**src/rtl/bap_ram.sv**
```systemverilog
`timescale 1ns / 1ps
`default_nettype none
// ----------------------------------------------------------------------------
// bap_ram
// Simple dual-port RAM, one write port, one registered read port.
// ----------------------------------------------------------------------------
module bap_ram #(
	parameter int WIDTH = 8,
	parameter int DEPTH = 16
) (
	input  wire logic                     clk,
	input  wire logic                     we,
	input  wire logic [$clog2(DEPTH)-1:0] waddr,
	input  wire logic [WIDTH-1:0]         wdata,
	input  wire logic                     re,
	input  wire logic [$clog2(DEPTH)-1:0] raddr,
	output logic      [WIDTH-1:0]         rdata
);

	logic [WIDTH-1:0] mem_q [DEPTH];

	always_ff @(posedge clk) begin
		if (we) begin
			mem_q[waddr] <= wdata;
		end
		if (re) begin
			rdata <= mem_q[raddr];
		end
	end

endmodule
`default_nettype wire

```
**config.mk**
```make
export PLATFORM = sky130hd
export DESIGN_NAME = bap_ram
export DESIGN_NICKNAME = d
export VERILOG_FILES = /design/src/rtl/bap_ram.sv
export SDC_FILE = /design/constraint.sdc
export NUM_CORES = 1
export LEC_CHECK = 0
export ABC_AREA = 1
export BUFFER_PORTS_ARGS = -buffer_cell sky130_fd_sc_hd__buf_2
export CAP_MARGIN = 20
export CORE_MARGIN = 3
export CORE_UTILIZATION = 40
export CTS_CLUSTER_SIZE = 28
export DETAILED_ROUTE_END_ITERATION = 10
export HOLD_SLACK_MARGIN = 0.05
export SLEW_MARGIN = 20
export SYNTH_ARGS = -nofsm -noshare
export SYNTH_HDL_FRONTEND = slang
export SYNTH_SLANG_ARGS = --single-unit
```
**constraint.sdc**
```tcl
create_clock -name clk -period 3.7 [get_ports clk]
set_input_delay 0.74 -clock clk [delete_from_list [all_inputs] [get_ports clk]]
set_output_delay 0.74 -clock clk [all_outputs]
set_load 0.05 [all_outputs]
```
==> out/qor.txt <==
P_leak = 2.780 nW
total grt overflow = 0
Longest Clk Path Bufs = 2
routed wire length = 12,690 microns
Die Height = 126.9 microns
First DRT Iteration DRCs = 371
hpwl dp = 7714 microns
layout cells sized above 1 = 0.08348
yosys warns = 0
final period utilization = 0.5205
worst hold-check path type = input port to flop
CP startpoint = raddr[0]
Critical Path AT = 2.08 ns
clock-pin slew on the worst setup and hold paths = 0.05 ns
Gate Count Post-Synth = 551
initial antenna violation count = 0
synthesized area = 5847 sq um
clk_lat worst skew = 0.41 ns
CP cell instances = buf_2 -> inv_2 -> buf_12 -> nand2_1 -> nand3_1 -> nand3_1 -> nand3_1 -> nand2_1
reg2reg start = mem_q[1][7]
Worst Tran Pin Value = 0.8848 ns
Max VDD drop = 420.7 uV
CP required = 3.86 ns
number of global-route vias before repair = 3,470
core area = 14,100 sq um
Hold Fails Final Rpt = 0
Min Clock Period, post-route = 1.926 ns
CP Max Fanout = 33
# resized after CTS = 0
Total Die Area = 16,100 sq um
# H-tree levels = 4
Vias = 3,681
Bufs and invs on worst path = 3
number of placed cells counting well taps = 736
register area share after synthesis = 0.6985
RSZ-0062 raised after global routing = no
CP most frequent cell = nand3_1
Setup Skew = 0.006200 ns
final setup violation count = 0
largest net degree at the start of global routing = 65
WL/cell = 16.55 microns
Final ANT Viol Nets = 0
I/O Buffers = 26
Max Clk Rate = 0.5193 GHz
routability-driven placement congestion ratio = 0.8983
die width = 126.9 microns
most frequent cells in the layout = 173 x nand2_1, 136 x edfxtp_1, 100 x inv_1
final setup TNS = 0 ns
num rows = 43
Yosys reg bits = 136
CTS Hold Buffers Added = 0
CTS root buf = clkbuf_16
Netlist cell types = 11
post-CTS setup buffers = 0
slowest CP cell = inv_2
Starting Density = 0.4148
Synth Net Count = 570
IO Pins = 27
Power Density = 513.0 nW/um^2
drt drc = 0
CP endpoint kind = flop
antenna cell count = 0
CTS Buf Count = 17
First-pass DRT Iterations = 5
commonest non-fill, non-tap cell in the layout = nand2_1
syn avg cell area = 10.61 sq um
status = completed
slew margin rel. = 0.4079
CTS tree = yes
Largest stage delay, worst path = 0.45 ns
CP Launch Type = input port
GRT Util Overall = 0.1657
Area Growth Syn to Fin = 12.03%
NumNets Final = 594
type of the worst setup path = input port to flop
Sink Count = 136
first-pass GRT wire length = 19,570 microns
DR vias/cell = 4.799
Hold Startpoint = re
fin. max-slew vios = 0
CP delay by family, top = buffers and inverters
max_cap viols = 0
Layout Cells excl Fill = 767
## worst paths after layout
| path | end | slack (ns) | cells past startpoint |
|---|---|---|---|
| worst max-delay path | rdata[7] | 1.77 | 8 |
| worst min-delay path | rdata[7] | 0.69 | 1 |
| worst max register to register | rdata[7] | 2.52 | 6 |
| worst min register to register | rdata[0] | 0.76 | 6 |
## synth_stat cells
cell type | number | area [sq um]
nand2_1 | 173 | 649.4
edfxtp_1 | 136 | 4084
inv_1 | 100 | 375.4
nand3_1 | 97 | 485.5
nor2_1 | 17 | 63.81
buf_2 | 13 | 65.06
buf_6 | 6 | 67.56
buf_4 | 4 | 30.03
inv_2 | 2 | 7.510
nand3b_1 | 2 | 15.01
buf_1 | 1 | 3.750
## layer usage
| layer | vias to the layer above | track usage | share of wire |
|---|---|---|---|
| met2 | 129 | 0.2447 | 0.46 |
| met4 | 0 | 0.05300 | 0.013 |
| met5 | - | 0 | 0 |
| met3 | 12 | 0.05221 | 0.084 |
| li1 | 1828 | - | - |
| met1 | 1712 | 0.2341 | 0.45 |
## area by class of cell
class | instances | area [sq um]
clock buffer | 22 | 444.2
clock inverter | 9 | 35.03
fill | 1291 | 7546
inverter | 102 | 382.9
multi-input combinational | 289 | 1214
sequential | 136 | 4084
tap | 180 | 225.2
timing repair buffer | 29 | 165.2
## cell families after synthesis
family	Yosys count	share of synthesized area
and+or+nand+nor	289	0.2076
DFF	136	0.6985
buffers and inverters	126	0.09394
## per-stage QoR
step	power [mW]	cell area, sq um	hold slack [ns]	utilization	worst slack, ns
after floorplan	1.924	5847	0.6829	-	2.009
after global placement	2.001	6071	0.7499	0.4307	1.349
after detailed placement	2.004	6071	0.7522	0.4307	1.323
after CTS	3.387	6550	0.6660	0.4647	1.754
after global routing	3.487	6550	0.6708	0.4647	1.655
final	3.360	6550	0.6893	0.4647	1.774
## registers in the layout, summed over array words and instances, names as in the netlist
name   flops
rdata      8
mem_q    128
## power by group
part           internal, mW  switching (mW)  total, mW  leakage, nW
registers              1.74          0.0101       1.75         1.24
clock network         0.829           0.559       1.39        0.232
logic                0.0551           0.169      0.224         1.31
total                  2.62           0.738       3.36         2.78
No activity file was read; power rests on OpenSTA's default activity.
